==> src/design/sbcc_pkg.sv <==
// ----------------------------------------------------------------------------
// sbcc_pkg: shared types and constants
// Widths, table depth and face decode for the segment/box collision check.
// ----------------------------------------------------------------------------
package sbcc_pkg;
  localparam int MaxBoxes   = 64;
  localparam int CoordWidth = 32;
  localparam int SlotWidth  = $clog2(MaxBoxes);
  localparam int CountWidth = 7;
  localparam int DiffWidth  = CoordWidth + 1;
  localparam int ProdWidth  = 2 * DiffWidth;

  typedef logic signed [CoordWidth-1:0] coord_t;
  typedef logic signed [DiffWidth-1:0]  diff_t;
  typedef logic signed [ProdWidth-1:0]  prod_t;
  typedef logic [SlotWidth-1:0]         slot_t;
  typedef logic [CountWidth-1:0]        count_t;

  localparam logic CMD_WRITE = 1'b0;
  localparam logic CMD_QUERY = 1'b1;

  // Face order: z low, y low, x high, y high, x low, z high.
  function automatic logic [1:0] face_axis(input logic [2:0] f);
    case (f)
      3'd0: face_axis = 2'd2;
      3'd1: face_axis = 2'd1;
      3'd2: face_axis = 2'd0;
      3'd3: face_axis = 2'd1;
      3'd4: face_axis = 2'd0;
      default: face_axis = 2'd2;
    endcase
  endfunction

  function automatic logic face_high(input logic [2:0] f);
    face_high = (f == 3'd2) || (f == 3'd3) || (f == 3'd5);
  endfunction

  function automatic logic [1:0] next_axis(input logic [1:0] a);
    next_axis = (a == 2'd2) ? 2'd0 : a + 2'd1;
  endfunction
endpackage

==> src/design/sbcc_mul.sv <==
// ----------------------------------------------------------------------------
// sbcc_mul: shared signed multiplier
// One registered 33x33 signed product, used by every bound test in turn.
// ----------------------------------------------------------------------------
module sbcc_mul (
  input  logic          clk,
  input  sbcc_pkg::diff_t a,
  input  sbcc_pkg::diff_t b,
  output sbcc_pkg::prod_t p
);
  import sbcc_pkg::*;

  always_ff @(posedge clk) begin
    p <= prod_t'(a) * prod_t'(b);
  end
endmodule

==> config.mk <==
export PLATFORM = sky130hd
export DESIGN_NAME = sbcc_mul
export DESIGN_NICKNAME = d
export VERILOG_FILES = /design/src/design/sbcc_pkg.sv /design/src/design/sbcc_mul.sv
export SDC_FILE = /design/constraint.sdc
export NUM_CORES = 2
export LEC_CHECK = 0
export BUFFER_PORTS_ARGS = -buffer_cell sky130_fd_sc_hd__buf_2
export CORE_UTILIZATION = 65
export CTS_CLUSTER_DIAMETER = 60
export DETAILED_ROUTE_END_ITERATION = 10
export MAX_ROUTING_LAYER = met4
export PLACE_DENSITY = 0.86
export REMOVE_ABC_BUFFERS = 1
export SLEW_MARGIN = 20
export SYNTH_ARGS = -nofsm -noshare
export SYNTH_HDL_FRONTEND = slang
export SYNTH_SLANG_ARGS = --single-unit
==> constraint.sdc <==
create_clock -name clk -period 25.5 [get_ports clk]
set_clock_uncertainty 0.2 [all_clocks]
set_input_delay 2.55 -clock clk [delete_from_list [all_inputs] [get_ports clk]]
set_output_delay 2.55 -clock clk [all_outputs]
set_load 0.02 [all_outputs]
==> flow_summary_export.csv <==
group,metric,value,unit
clock_tree,clk_path_buf_depth,2,
setup_path,critPathBufInv,6,
synth,ys_ff_latch,66,
clock_tree,post_cts_resized,0,
synth,netlist_area,40700,µm²
floorplanning,die_area,63700,µm²
final_layout,regMostFlops,"p",
final_layout,largestRegisters,"p x66",
drt,drc_errors,0,
timing,finalHoldViolCount,0,
final_layout,drive_above_1_share,4.47,%
synth,yosys.area.top_type,"fa_1",
setup_path,path_cells,"buf_2 > nand2_1 > fa_1 > inv_1 > fa_1 > inv_1 > fa_1 > inv_1 > fa_1 > fa_1 > fa_1 > fa_1 > inv_1 > fa_1 > inv_1 > ha_1 > and4_1 > nand3_1 > nand2b_1 > a2111oi_4 > a211oi_4 > a21oi_2 > nor4b_2 > a311oi_1",
clock_tree,postCtsSetupBuffers,0,
status,outcome,"finished, final reports clean",
setup_path,required,25.59,ns
synth,yosys.area.top_type_share,56.3,%
floorplanning,die-height,252,µm
grt,track_usage,36.4,%
final_layout,final_nets,5693,
grt,antenna_found_initial,3,
setup_path,critPathKind,"input port to register",
timing,fin_setup_tns,0,ns
grt,grt_pass1_vias,32700,
timing,worstMarginPinSlew,0.954,ns
clock_tree,cts_tree,"built",
final_layout,syn2layout_area_growth,3.02,%
grt,grt_max_degree,34,
clock_tree,clkTransAtPathRegs,0.07,ns
setup_path,max_stage_delay,0.80,ns
timing,fmax,0.0955,GHz
drt,drt_first_iter_violations,2418,
timing,slew_headroom,36.4,%
timing,slew_viol_final,0,
clock_tree,hold_buffers,0,
floorplanning,core-area,61800,µm²
synth,synth-edff-count,0,
drt,routed_via_density,5.75,
drt,vias,29400,
clock_tree,numClockSinks,66,
drt,dr_wl_met2,51200,µm
setup_path,end_kind,"register",
synth,synth_seq_area_share,3.24,%
synth,synthDistinctLibCells,80,
clock_tree,numCtsBuffers,9,
clock_tree,root_buffer,"clkbuf_16",
setup_path,slowest_stage,"fa_1",
placement,portBuffers,132,
synth,async_flop_share,0,%
setup_path,path_depth,24,
grt,grt_overflow,0,
timing,holdWs,2.54,ns
final_layout,postLayoutCoreUtil,67.9,%
floorplanning,die_x,252,µm
setup_path,path_common_cell,"fa_1",
setup_path,path_max_fanout,33,
run,cap_viol_max_count,0,
floorplanning,pin_count,133,
timing,rsz0062_at_grt,"false",
timing,finalSetupViolations,0,
timing,fin_crit_sh,41.1,%
drt,dr.max_layer_used,"met4",
setup_path,cp_data_arrival_time,10.57,ns
final_layout,largest_reg_flops,66,
drt,firstDrtPassIters,6,
drt,wl_per_cell,20.4,µm
drt,wirelength,104000,µm
drt,met1_length,37300,µm
hold_path,worstHoldPathCells,3,
setup_path,critical_path.top_delay_family,"adder cells",
synth,syn_avg_cell_area,9.39,µm²
synth,yosysWarnings,0,
hold_path,hold_path_class,"input port to register",
drt,met3_length,9780,µm
synth,synthTopCellsByArea,"fa_1, inv_1, and2_1",
floorplanning,rows,91,
placement,hpwl,83700,µm
synth,synth_ff_type,"dfxtp_1",
floorplanning,start_util,65.9,%
grt,grt_pass1_wl,171000,µm
drt,final_antenna_net_count,0,
setup_path,crit_path_start_kind,"input port",
placement,globalplace.congestion,0.991,
timing,min_period,10.47,ns
clock_tree,cts_max_level,3,
synth,syn_inst,4338,
-- cells by family after synthesis --
| kind of cell | synth area share [%] |
|---|---|
| AOI/OAI and AO/OA | 4.07 |
| xor gates and xnor gates | 1.46 |
| adders and majority gates | 62.9 |
| buffers and inverters | 12.5 |
| DFF | 3.24 |
| and+or+nand+nor | 15.8 |
-- Yosys cell counts (11+ instances only) --
cell type and count:
a21o_1 36, o21bai_1 11, nor2_1 68, xnor2_1 43, nand2b_1 12, and2_1 562, buf_2 11, nand2_1 551
dfxtp_1 66, xor2_1 25, nand3_1 25, ha_1 217, a21oi_1 57, clkbuf_1 208, fa_1 1145, o21ai_0 25
nand4_1 11, inv_1 1131
-- worst min-delay path, delay by kind of cell --
kind | cells | cell delay, ns
simple gates | 1 | 0.18
buf+inv | 2 | 0.33
-- cells in the final DEF (no fill, tap or decap), types with 7 or more instances in the layout --
| cell type | instances |
|---|---|
| nor3_1 | 7 |
| nand2b_1 | 12 |
| a21o_1 | 36 |
| inv_1 | 1131 |
| and2_1 | 562 |
| a211oi_1 | 7 |
| nor2_1 | 68 |
| xnor2_1 | 43 |
| dfxtp_1 | 66 |
| nand2_1 | 551 |
| xor2_1 | 25 |
| nand4_1 | 11 |
| a21oi_1 | 57 |
| buf_2 | 132 |
| o21bai_1 | 11 |
| o21ai_0 | 25 |
| fa_1 | 1143 |
| a31oi_1 | 8 |
| ha_1 | 217 |
| nand3_1 | 25 |
| clkbuf_16 | 9 |
-- metal layers --
| layer | vias up | global-route usage [%] |
|---|---|---|
| met2 | 1581 | 58.4 |
| met1 | 15200 | 45.0 |
| met5 | - | - |
| li1 | 12200 | - |
| met4 | 0 | 16.7 |
| met3 | 427 | 6.85 |
-- final cells by class --
| type | count | area [µm²] |
|---|---|---|
| antenna | 1 | 2.50 |
| multi-input combinational | 2920 | 34300 |
| sequential | 66 | 1320 |
| tap | 837 | 1050 |
| inverter | 1131 | 4250 |
| clock inverter | 6 | 95.1 |
| fill | 4586 | 19900 |
| clock buffer | 10 | 239 |
| timing repair buffer | 136 | 691 |
-- path summary, 6_finish.rpt --
check,from,end,slack (ns)
hold / removal,b[0],p[0],2.54
setup / recovery,b[9],p[58],15.03
-- metrics by stage --
step | instance area [µm²] | setup WS (ns) | std cells
CTS | 42000 | 14.95 | 5106
floorplan | 39900 | 15.87 | 4117
finish | 42000 | 15.03 | 5107
global placement | 41600 | 14.80 | 5090
global route | 42000 | 14.55 | 5107
detailed placement | 41600 | 14.54 | 5090
Power is left out: the tool's default activity adds up to more than one toggle a clock period on the data nets, which glitch-free logic cannot reach.
